File: src/hw/rtl/asrd_sqrt.sv
// Pipelined restoring integer square root, one root bit per stage.
// Floor root of a 2*ROOT_W bit radicand; uses no package.
module asrd_sqrt #(
    parameter int ROOT_W = 17,
    parameter int SIDE_W = 1
) (
    input  logic                clk,
    input  logic                rst_n,
    input  logic                adv,
    input  logic                in_valid,
    input  logic [2*ROOT_W-1:0] rad,
    input  logic [SIDE_W-1:0]   side_in,
    output logic                out_valid,
    output logic [ROOT_W-1:0]   root,
    output logic [SIDE_W-1:0]   side_out
);

    localparam int REM_W = ROOT_W + 4;

    logic                valid_reg [0:ROOT_W-1];
    logic [REM_W-1:0]    rem_reg   [0:ROOT_W-1];
    logic [ROOT_W-1:0]   root_reg  [0:ROOT_W-1];
    logic [2*ROOT_W-1:0] rad_reg   [0:ROOT_W-1];
    logic [SIDE_W-1:0]   side_reg  [0:ROOT_W-1];

    for (genvar i = 0; i < ROOT_W; i++)
    begin : g_step
        logic                src_valid;
        logic [REM_W-1:0]    src_rem;
        logic [ROOT_W-1:0]   src_root;
        logic [2*ROOT_W-1:0] src_rad;
        logic [SIDE_W-1:0]   src_side;
        logic [REM_W-1:0]    rem4;
        logic [REM_W-1:0]    trial;
        logic                ge;

        if (i == 0)
        begin : g_first
            assign src_valid = in_valid;
            assign src_rem   = '0;
            assign src_root  = '0;
            assign src_rad   = rad;
            assign src_side  = side_in;
        end
        else
        begin : g_next
            assign src_valid = valid_reg[i-1];
            assign src_rem   = rem_reg[i-1];
            assign src_root  = root_reg[i-1];
            assign src_rad   = rad_reg[i-1];
            assign src_side  = side_reg[i-1];
        end

        always_comb
        begin
            rem4  = {src_rem[REM_W-3:0], src_rad[2*ROOT_W-1 -: 2]};
            trial = {{(REM_W-ROOT_W-2){1'b0}}, src_root, 2'b01};
            ge    = (rem4 >= trial);
        end

        always_ff @(posedge clk or negedge rst_n)
        begin
            if (!rst_n)
            begin
                valid_reg[i] <= 1'b0;
            end
            else if (adv)
            begin
                valid_reg[i] <= src_valid;
            end
        end

        always_ff @(posedge clk)
        begin
            if (adv)
            begin
                rem_reg[i]  <= ge ? (rem4 - trial) : rem4;
                root_reg[i] <= {src_root[ROOT_W-2:0], ge};
                rad_reg[i]  <= {src_rad[2*ROOT_W-3:0], 2'b00};
                side_reg[i] <= src_side;
            end
        end
    end

    assign out_valid = valid_reg[ROOT_W-1];
    assign root      = root_reg[ROOT_W-1];
    assign side_out  = side_reg[ROOT_W-1];

endmodule

File: config.mk
export PLATFORM = sky130hd
export DESIGN_NAME = asrd_sqrt
export DESIGN_NICKNAME = d
export VERILOG_FILES = /design/src/hw/rtl/asrd_sqrt.sv
export SDC_FILE = /design/constraint.sdc
export NUM_CORES = 1
export LEC_CHECK = 0
export BUFFER_PORTS_ARGS = -buffer_cell sky130_fd_sc_hd__buf_2
export CORE_MARGIN = 2
export CORE_UTILIZATION = 30
export DETAILED_ROUTE_END_ITERATION = 6
export HOLD_SLACK_MARGIN = 0.03
export PLACE_DENSITY_LB_ADDON = 0.08
export SETUP_SLACK_MARGIN = 0.3
export SYNTH_ARGS = -nofsm -noshare
export SYNTH_HDL_FRONTEND = slang
export SYNTH_SLANG_ARGS = --single-unit
File: constraint.sdc
create_clock -name clk -period 5.6 [get_ports clk]
set_input_delay 0 -clock clk [delete_from_list [all_inputs] [get_ports clk]]
set_output_delay 0 -clock clk [all_outputs]
set_load 0.05 [all_outputs]
# [Word level (Yosys, flattened, before mapping)]
# Memories as Yosys holds them, arrays and structs flattened.
# Index checks and enable logic that the tools add are counted.
# W data, S select, Z words.
[totals] ff_bits=17 latchBits=0 ramBits=1207 rom_bits=0 input_bits=39 wordCells=74 n_memories=4
[classes] n_addsub=17 multipliers=0 div_mod_pow=0 n_lt_le_gt_ge=17 n_eq_ne=0 n_shift=0 muxes=19 bitwise_logic=0 n_reduce_logical=0
[memory_table] memory="rad_reg" words=17 width=32 rd=16 rd_ports_with_merged_regs=0 wr=17 line_no="23" source="logic [2*ROOT_W-1:0] rad_reg [0:ROOT_W-1];"
[memory_table] memory="rem_reg" words=17 width=21 rd=16 rd_ports_with_merged_regs=0 wr=17 line_no="21" source="logic [REM_W-1:0] rem_reg [0:ROOT_W-1];"
[memory_table] memory="root_reg" words=17 width=17 rd=17 rd_ports_with_merged_regs=0 wr=17 line_no="22" source="logic [ROOT_W-1:0] root_reg [0:ROOT_W-1];"
[memory_table] memory="side_reg" words=17 width=1 rd=17 rd_ports_with_merged_regs=0 wr=17 line_no="24" source="logic [SIDE_W-1:0] side_reg [0:ROOT_W-1];"
[ops] cell="$mux W21" count=17
[ops] cell="$ge A21 B19 Y1" count=16
[ops] cell="$sub A21 B19 Y21" count=16
[ops] cell="$sub A2 B1 Y3 const B" count=1
[ops] cell="$ge A2 B1 Y1 const B" count=1
[ops] cell="$mux W1" count=2

# [Longest topological paths before layout]
# An unclocked memory read counts as a cell.
[logic_depth] depth_word=3 ltp_mapped=11 mapped_depth_nobuf=11

# [Least setup slack after synthesis]
# Ideal clock, no wire load.
[synth_timing] kind="reg2reg" start="mem rem_reg[0][277] (netlist bit)" end="mem rem_reg[0][304] (netlist bit) (data pin)" setup_time_ps=260 arrival_ps=2449 required_ps=5340 setup_slack_ps=2891 stages_incl_launch_ff=11 period_less_slack_ps=2709 cell_sequence="edfxtp_1 > ha_1 > a2111oi_0 > nor3_1 > nand2_1 > a221oi_1 > o21ai_0 > nor2b_1 > buf_2 > buf_6 > mux2_2"
[synth_rtl] item="from (decl)" line_no="21"

==> metrics.cfg <==
[status]
outcome = completed

[floorplan]
fp.dieH_um = 339
num_io_pins = 58
die_width_um = 339
rows = 122
initial_utilization = 0.303
die_area_sq_mm = 0.115
design.core.area_sq_mm = 0.111

[job]
cap_violations = 0

[cts]
cts_resized = 0
root_buffer = clkbuf_16
clk_pin_slew_ns = 0.06
htreeDepth = 3
cts_buffers = 87
cts_tree = yes
cts_setup_buffers = 0
cts_hold_buf = 71
clk_path_buf_depth = 3
clock_sinks = 741
clk_latency_ns = 0.65

[power_and_ir_drop]
p_switching_uw = 3820
p_leak_uw = 0.0148
switching_share = 0.256
clockPowerShare = 0.376
p_comb_frac = 0.140
power_uw = 14900
power_frac_seq = 0.484
p_per_area_mw_per_mm2 = 380
vdd_drop_max_uv = 228
intPower_uw = 11100

[synthesis]
netlist-cell-type-count = 77
syn-cell-area_sq_mm = 0.0336
async_flop_share = 0.0229
avgSynthCellArea_sq_um = 13.5
synth-seq-cells = 741
synth_flop_cell = edfxtp_1
synth_edf_count = 724
yosysSeqAreaShare = 0.659
syn-num-nets = 2695
yosys_warnings = 0
syn_inst = 2485

[layout]
fin_util = 0.354
final_cells = 4240
area_delta_synth_final_pct = 16.9
fin_area_sq_mm = 0.0393
largest_reg_flops = 282
drive_gt1_frac = 0.0981
antenna_cells = 0
nFillCells = 10754
nets = 2890

[sta]
tns_ns = 0
worst_pin_slew_ns = 1.21
slew_headroom = 0.183
slew_viol_final = 0
clock_skew_ns = 0.0259
finalHoldViolations = 0
min_period_over_period = 0.616
rsz0062_at_grt = no
finalCriticalPeriod_ns = 3.45
setup_viol = 0
max_freq_mhz = 290

[drt]
drc = 0
vias = 19558
antenna_left = 0
drt_iter0_drc = 1336
viasPerCell = 4.61
firstDrtPassIters = 5
drt-total-wl_um = 66600
avgRoutedWirePerCell_um = 15.7

[place]
dp.cells = 4008
place_area_sq_mm = 0.0358
io_buffers = 57
place_congestion = 0.850
post-dp-hpwl_um = 45900

[global_route]
grtUsageMet1 = 0.157
grt_busiest_layer = met2
grtUsageTotal = 0.115
grt_max_degree = 150
grt_pass1_wl_um = 107000
grtUsageMet2 = 0.179
antenna_found_initial = 1
grt.overflow.total = 0
met3_usage = 0.0229
first_global_vias = 19412

[critical_path]
slowest_delay_ns = 0.65
cp-start-kind = flop
crit_required_ns = 5.99
critical_path.cell_chain = ha_1, a211oi_1, o22ai_1, a2111oi_0, nand2b_1, o311ai_0, nor2_1, xor2_1
critPathKind = reg2reg
cp_slowest_cell = nand2b_1
cp_data_arrival_time_ns = 3.84
crit_path_end_kind = flop
path_max_fanout = 23

[worst_hold_path]
min_path_type = in2reg

[synthesized netlist by cell type (all sizes together) (7+ instances only)]
master,instances,area [sq um]
a211oi,22,165
a21o,36,270
a21oi,134,671
and2,8,50.1
and3,7,43.8
buf,21,110
clkbuf,10,37.5
dfrtp,17,425
edfxtp,724,21700
ha,171,2140
inv,198,743
mux2,54,608
mux2i,8,80.1
nand2,157,589
nand2b,26,163
nand3,30,150
nand3b,8,60.1
nand4,30,188
nand4b,8,70.1
nor2,174,653
nor2b,21,131
nor3,60,305
nor4,33,206
o211ai,11,82.6
o21a,35,263
o21ai,119,596
o21bai,7,52.6
o31ai,13,97.6
or2,13,83.8
or3,20,135
or4,20,155
xnor2,108,946
xor2,101,885
[worst paths after layout]
| check | startpoint | endpoint | slack (ns) | depth (start not counted) |
|---|---|---|---|---|
| setup / recovery | rem_reg[0][174]$_DFFE_PP_ | rem_reg[0][201]$_DFFE_PP_ | 2.15 | 8 |
| hold / removal | rad[9] | rad_reg[0][9]$_DFFE_PP_ | 0.09 | 2 |
| setup reg to reg | rem_reg[0][174]$_DFFE_PP_ | rem_reg[0][201]$_DFFE_PP_ | 2.15 | 8 |
| hold reg to reg | rad_reg[0][282]$_DFFE_PP_ | rad_reg[0][316]$_DFFE_PP_ | 0.41 | 0 |
| max in group asynchronous | rst_n | g_step[15].src_valid$_DFFE_PN0P_ | 4.65 | 3 |
| min in group asynchronous | rst_n | g_step[3].src_valid$_DFFE_PN0P_ | 0.49 | 3 |
[worst max-delay path: cells and delay by family, from the launching register on]
| family | cells | cell delay, ns |
|---|---|---|
| adders and majority gates | 1 | 0.39 |
| xor gates and xnor gates | 1 | 0.19 |
| DFF | 1 | 0.38 |
| AOI/OAI and AO/OA | 4 | 1.47 |
| and+or+nand+nor | 2 | 0.75 |
[final cells by class]
class,count,area [sq um],area share
clock buffer,114,2340,0.0595
tap,1488,1860,0.0474
timing repair buffer,137,1140,0.0289
sequential,741,22200,0.564
multi-input combinational,1515,10600,0.269
clock inverter,47,485,0.0123
inverter,198,743,0.0189
[metal layers]
metal,wire length [um],share of wire
met4,2050,0.031
met1,31800,0.48
met2,29700,0.45
met5,0,0
met3,3090,0.046
[per-stage QoR]
stage	setup slack, ns	hold WS, ns
3_5_place_dp	2.13	-0.0607
2_1_floorplan	2.89	-0.296
6_report	2.15	0.0920
3_3_place_gp	2.18	-0.0736
5_1_grt	1.85	0.0805
4_1_cts	2.13	0.0308
[cell usage in the layout, fill, tap and decap left out, types with 88 or more instances in the layout]
master / synthesis / layout
xnor2_1: 108 / 108
xor2_1: 101 / 101
nor2_1: 174 / 174
clkbuf_16: 0 / 88
edfxtp_1: 724 / 724
nand2_1: 157 / 157
o21ai_0: 117 / 117
ha_1: 171 / 171
inv_1: 197 / 197
a21oi_1: 134 / 134
[power groups by stage]
| stage | sequential [uW] | combinational [uW] | clock (uW) |
|---|---|---|---|
| after global placement | 7350 | 2030 | 0 |
| after global routing | 7300 | 2360 | 6070 |
| after floorplan | 7220 | 1480 | 0 |
| after detailed placement | 7350 | 2050 | 0 |
| final | 7220 | 2090 | 5600 |
| after CTS | 7240 | 2110 | 5870 |
[cells by family after synthesis]
kind of cell	synth area share
AND/OR/NAND/NOR	0.0930
flip-flops	0.659
buffers and inverters	0.0265
adder cells (fa/ha/maj)	0.0636
XOR/XNOR	0.0544
AO/OA/AOI/OAI	0.0827
multiplexers	0.0205
other	0.000112
Power figures use the tool's default switching activity.
