$ cat src/hw/rtl/asrd_fdiv.sv
// Pipelined restoring fraction divider, one quotient bit per stage.
// Requires num <= den and den != 0; uses no package.
module asrd_fdiv #(
    parameter int W      = 17,
    parameter int STEPS  = 16,
    parameter int SIDE_W = 1
) (
    input  logic              clk,
    input  logic              rst_n,
    input  logic              adv,
    input  logic              in_valid,
    input  logic [W-1:0]      num,
    input  logic [W-1:0]      den,
    input  logic [SIDE_W-1:0] side_in,
    output logic              out_valid,
    output logic [STEPS:0]    quo,
    output logic [SIDE_W-1:0] side_out
);

    logic              valid_reg [0:STEPS];
    logic [W-1:0]      rem_reg   [0:STEPS];
    logic [W-1:0]      den_reg   [0:STEPS];
    logic [STEPS:0]    q_reg     [0:STEPS];
    logic [SIDE_W-1:0] side_reg  [0:STEPS];

    logic ge0;
    assign ge0 = (num >= den);

    always_ff @(posedge clk or negedge rst_n)
    begin
        if (!rst_n)
        begin
            valid_reg[0] <= 1'b0;
        end
        else if (adv)
        begin
            valid_reg[0] <= in_valid;
        end
    end

    always_ff @(posedge clk)
    begin
        if (adv)
        begin
            rem_reg[0]  <= ge0 ? (num - den) : num;
            den_reg[0]  <= den;
            q_reg[0]    <= {{STEPS{1'b0}}, ge0};
            side_reg[0] <= side_in;
        end
    end

    for (genvar i = 1; i <= STEPS; i++)
    begin : g_step
        logic [W:0]   rem2;
        logic [W:0]   diff;
        logic         ge;
        logic [W-1:0] rem_next;

        always_comb
        begin
            rem2     = {rem_reg[i-1], 1'b0};
            diff     = rem2 - {1'b0, den_reg[i-1]};
            ge       = (rem2 >= {1'b0, den_reg[i-1]});
            rem_next = ge ? diff[W-1:0] : rem2[W-1:0];
        end

        always_ff @(posedge clk or negedge rst_n)
        begin
            if (!rst_n)
            begin
                valid_reg[i] <= 1'b0;
            end
            else if (adv)
            begin
                valid_reg[i] <= valid_reg[i-1];
            end
        end

        always_ff @(posedge clk)
        begin
            if (adv)
            begin
                rem_reg[i]  <= rem_next;
                den_reg[i]  <= den_reg[i-1];
                q_reg[i]    <= {q_reg[i-1][STEPS-1:0], ge};
                side_reg[i] <= side_reg[i-1];
            end
        end
    end

    assign out_valid = valid_reg[STEPS];
    assign quo       = q_reg[STEPS];
    assign side_out  = side_reg[STEPS];

endmodule

$ cat config.mk
export PLATFORM = sky130hd
export DESIGN_NAME = asrd_fdiv
export DESIGN_NICKNAME = d
export VERILOG_FILES = /design/src/hw/rtl/asrd_fdiv.sv
export SDC_FILE = /design/constraint.sdc
export NUM_CORES = 1
export LEC_CHECK = 0
export BUFFER_PORTS_ARGS = -buffer_cell sky130_fd_sc_hd__buf_2
export CORE_ASPECT_RATIO = 0.5
export CORE_UTILIZATION = 25
export DETAILED_ROUTE_END_ITERATION = 7
export PLACE_DENSITY = 0.45
export SLEW_MARGIN = 30
export SYNTH_ARGS = -nofsm -noshare
export SYNTH_HDL_FRONTEND = slang
export SYNTH_SLANG_ARGS = --single-unit
export TNS_END_PERCENT = 100
$ cat constraint.sdc
create_clock -name clk -period 3.7 [get_ports clk]
set_clock_uncertainty 0.2 [all_clocks]
set_input_delay 0.37 -clock clk [delete_from_list [all_inputs] [get_ports clk]]
set_output_delay 0.37 -clock clk [all_outputs]
set_load 0.05 [all_outputs]
# [Word-level counts from Yosys, hierarchy flattened]
# Memories as Yosys holds them, arrays and structs flattened.
# Cells that the tools add are included.
[totals] regBits=17 wordCells=74 mem_bits_rw=884 output_inout_bits=19 memories=4
[classes] n_lt_le_gt_ge=17 addsub=17 mux=19
[mem_list] memory="den_reg" depth=17 word_bits=17 read_ports=16 rd_ports_with_merged_regs=0 write_ports=17 line="22" rtl="logic [W-1:0] den_reg [0:STEPS];"
[mem_list] memory="q_reg" depth=17 word_bits=17 read_ports=17 rd_ports_with_merged_regs=0 write_ports=17 line="23" rtl="logic [STEPS:0] q_reg [0:STEPS];"
[mem_list] memory="rem_reg" depth=17 word_bits=17 read_ports=16 rd_ports_with_merged_regs=0 write_ports=17 line="21" rtl="logic [W-1:0] rem_reg [0:STEPS];"
[mem_list] memory="side_reg" depth=17 word_bits=1 read_ports=17 rd_ports_with_merged_regs=0 write_ports=17 line="24" rtl="logic [SIDE_W-1:0] side_reg [0:STEPS];"
[op_table] cell="two-way mux 17 bit" count=17
[op_table] cell="subtractor 17 bit" count=17
[op_table] cell="greater-or-equal comparator 18 x 17 -> 1 bit" count=16
[op_table] cell="greater-or-equal comparator 17 bit" count=1
[op_table] cell="two-way mux 1 bit" count=2

# [Longest topological paths before layout]
# An unclocked memory read counts as a cell.
[logic_depth] depth_word=3 depth_mapped=12

# [Least setup slack after synthesis]
# Ideal clock, no wire load.
[synth_path] kind="reg-to-reg" startpoint="memory rem_reg[4][1] (netlist: rem_reg[0][69])" endpoint="memory rem_reg[5][15] (netlist: rem_reg[0][100]) (data pin)" arrival_ps=2826 required_ps=3240 setup_slack_ps=414 period_less_slack_ps=3286 stages_incl_launch_ff=11 cell_sequence="edfxtp_1 ha_1 nor2b_4 o31a_1 nor4_2 o31ai_2 o21ai_2 a21oi_2 a2111oi_4 buf_6 mux2_4"
[synth_rtl] item="start: declaration" line="21"

==> impl_metrics.toml <==
[outcome]
outcome = "finished, violations left"
violations = "design-rule violations"

[route]
viasPerCell = 4.35
drt-total-wl_mm = 75.5
drc = 4
antenna_left = 0
routedWlPerCell_um = 13.6
first_pass_iters = 7
initialDrtViolationCount = 1235
num_vias = 24078

[cts]
clock_sinks = 731
root_buffer = "clkbuf_16"
clk_path_buf_depth = 3
insertion_delay_ns = 0.68
clk_pin_slew_worst_paths_ns = 0.06
cts_buffers = 76
htreeDepth = 3
cts_resized = 0
cts_tree = "done"

[setup_path]
crit_path_end_kind = "flop"
path_class = "reg2reg"
worst_ep_required_time_ns = 3.91
cp_data_arrival_time_ns = 3.64
critPathMaxFanout = 31
worstSetupStartpointType = "flop"

[timing]
worst_slew_pin_slew_ns = 0.805
tns_ns = 0
fmax_mhz = 291
slew_headroom_pct = 45.0
timing_hold_violations_final = 0
layout_setup_ws_ns = 0.266
setup_viol = 0
layout_min_cycle_time_ns = 3.43
slew_violations = 0
rsz0062_at_grt = "false"
finalCritPeriodShare_pct = 92.8

[grt]
grt_max_degree = 77
gr-total-overflow = 0
grtUsageTotal_pct = 9.51
grt_pass1_wl_mm = 123
grt_pass1_vias = 24462
antenna_found_initial = 0

[finish]
fin_nets = 3753
antenna_cells = 0
layout-drive-gt1-share_pct = 11.0
syn_to_final_growth_pct = 15.8
fin_area_um2 = 44900

[floorplan]
chipWidth_um = 559
io_pins = 58
start_util_pct = 25.4
die-height_um = 281
fp.dieArea_um2 = 157000
placementRows = 101
coreArea_um2 = 153000

[power]
power-per-cell-area_nw_per_um2 = 798
comb_power_share_pct = 41.7
finalPower_mw = 35.9
p_int_mw = 23.3
pwr-share-seq_pct = 36.9
leakage_nw = 17.5
power_switching_share_pct = 35.1
ir_worst_vdd_uv = 392
power.share.clock_pct = 21.4
p_sw_mw = 12.6

[min_path]
min_path_type = "in2reg"

[placement]
place.detailed.hpwl_mm = 55.5
pre_cts_ws_ns = 0.246
port-buffer-count = 57
gp_congestion = 0.832
dpl_cell_area_um2 = 42100

[synthesis]
synth_edf_count = 714
synth_area_um2 = 38800
yosysWarnings = 0
synth.ff_latch_count = 731
ys.flop_type = "edfxtp_1"
async_reset_ff_share_pct = 2.33
synth_nets = 3572
ys_types = 77
synth_area_per_cell_um2 = 12.0
syn_inst = 3229
ys_seq_area_share_pct = 56.4

[job]
drv_cap = 0
-- routing by layer --
metal  wire length (um)  global-route usage (%)  share of wire [%]  vias up
li1                   -                       -                  -    12193
met1              34700                    11.4                 46    11370
met2              35600                    16.6                 47      337
met3               2460                    1.95                3.3      178
met4               2740                    3.89                3.6        0
met5                  0                       0                  0        -
-- per-stage QoR --
step                utilization [%]  hold WS [ns]  std cells
finish                         29.4         0.211       5532
global route                   29.4         0.174       5532
CTS                            29.4         0.141       5531
detailed placement             27.5         0.108       5352
global placement               27.5         0.103       5352
floorplan                         -        -0.126       3229
-- area by class of cell --
| type | count | area (um^2) |
|---|---|---|
| flip-flops and latches | 731 | 21900 |
| repair buffers | 150 | 1250 |
| fillers | 15483 | 108000 |
| clock buffers | 89 | 1970 |
| multi-input cells | 2085 | 15400 |
| well taps | 2060 | 2580 |
| clock inverters | 51 | 447 |
| inverters | 366 | 1370 |
-- worst max-delay path, stage by stage, from the launching register on --
cell and delay (ns):
edfxtp_1 0.52, fa_1 0.47, nor2b_1 0.19, o211ai_1 0.12, a21oi_1 0.23, o31ai_2 0.12, a2111oi_0 0.42, buf_4 0.20
nor4_4 0.04, buf_12 0.17, o41ai_1 0.50
-- layout by cell type (no fill, tap or decap), types with 11 or more instances in the layout --
cell type and count:
a2111oi_0 11, a211oi_1 15, a21o_1 71, a21oi_1 206, a31oi_1 22, and3_1 16
buf_12 12, buf_2 56, buf_4 41, clkbuf_1 12, clkbuf_16 77, clkinv_1 22
dfrtp_1 17, dlygate4sd3_1 39, edfxtp_1 714, fa_1 16, ha_1 288, inv_1 366
mux2_2 129, mux2i_1 12, nand2_1 217, nand2b_1 53, nand3_1 37, nand4_1 36
nor2_1 160, nor2b_1 41, nor3_1 40, o211ai_1 13, o21a_1 56, o21ai_0 244
o21bai_1 20, o31a_1 15, o31ai_1 18, o41ai_1 15, xnor2_1 127, xor2_1 76
-- power by group through the flow --
stage               sequential, mW  combinational, mW  clock [mW]
CTS                           13.2               15.0        8.06
floorplan                     13.0               11.6           0
global route                  13.5               16.8        8.30
finish                        13.2               15.0        7.66
global placement              13.5               14.6           0
detailed placement            13.4               14.9           0
-- Yosys cell counts (8+ instances only) --
cell type | n | share of area (%)
o31a_1 | 15 | 0.34
and2_1 | 9 | 0.15
o21a_1 | 56 | 1.1
o21ai_0 | 244 | 3.1
mux2_2 | 129 | 3.7
nand4_1 | 36 | 0.58
nand2b_1 | 53 | 0.85
o211ai_1 | 13 | 0.25
a21oi_1 | 208 | 2.7
xor2_1 | 76 | 1.7
fa_1 | 16 | 0.83
dfrtp_1 | 17 | 1.1
nor2b_1 | 41 | 0.66
clkbuf_1 | 39 | 0.38
and3_1 | 16 | 0.26
xnor2_1 | 127 | 2.9
a2111oi_0 | 11 | 0.25
o31ai_1 | 18 | 0.35
o41ai_1 | 15 | 0.34
a31oi_1 | 22 | 0.35
mux2i_1 | 12 | 0.31
inv_1 | 366 | 3.5
ha_1 | 288 | 9.3
o21bai_1 | 20 | 0.39
nor2_1 | 160 | 1.5
a21o_1 | 71 | 1.4
edfxtp_1 | 714 | 55
nand2_1 | 217 | 2.1
or3_1 | 8 | 0.13
a211oi_1 | 15 | 0.29
a21boi_0 | 8 | 0.15
nor3_1 | 40 | 0.52
nand3_1 | 37 | 0.48
-- final timing paths --
| check | endpoint | depth (start not counted) | start | slack, ns |
|---|---|---|---|---|
| hold / removal | side_reg[0] | 2 | side_in | 0.21 |
| setup reg to reg | rem_reg[0][167] | 10 | den_reg[0][137] | 0.27 |
| setup / recovery | rem_reg[0][167] | 10 | den_reg[0][137] | 0.27 |
| min in group asynchronous | valid_reg[1] | 3 | rst_n | 0.66 |
| hold reg to reg | q_reg[1][7] | 0 | q_reg[0][261] | 0.21 |
| max in group asynchronous | valid_reg[6] | 3 | rst_n | 2.16 |
-- kinds of logic (layout without fill, tap and decap cells) --
logic type	after synthesis	after routing	share of synthesized area, %
flops	731	731	56.4
buf+inv	413	656	4.06
compound gates	782	782	12.6
mux	147	147	4.29
simple gates	649	649	7.95
fa+ha+maj	304	304	10.1
xor+xnor	203	203	4.58
-- what timing repair did --
item | 4_1_cts | 5_1_grt
hold endpoints to repair | 98 | 0
setup buffers | 0 | 0
hold buffers | 39 | 0
(Power assumes the default switching activity.)
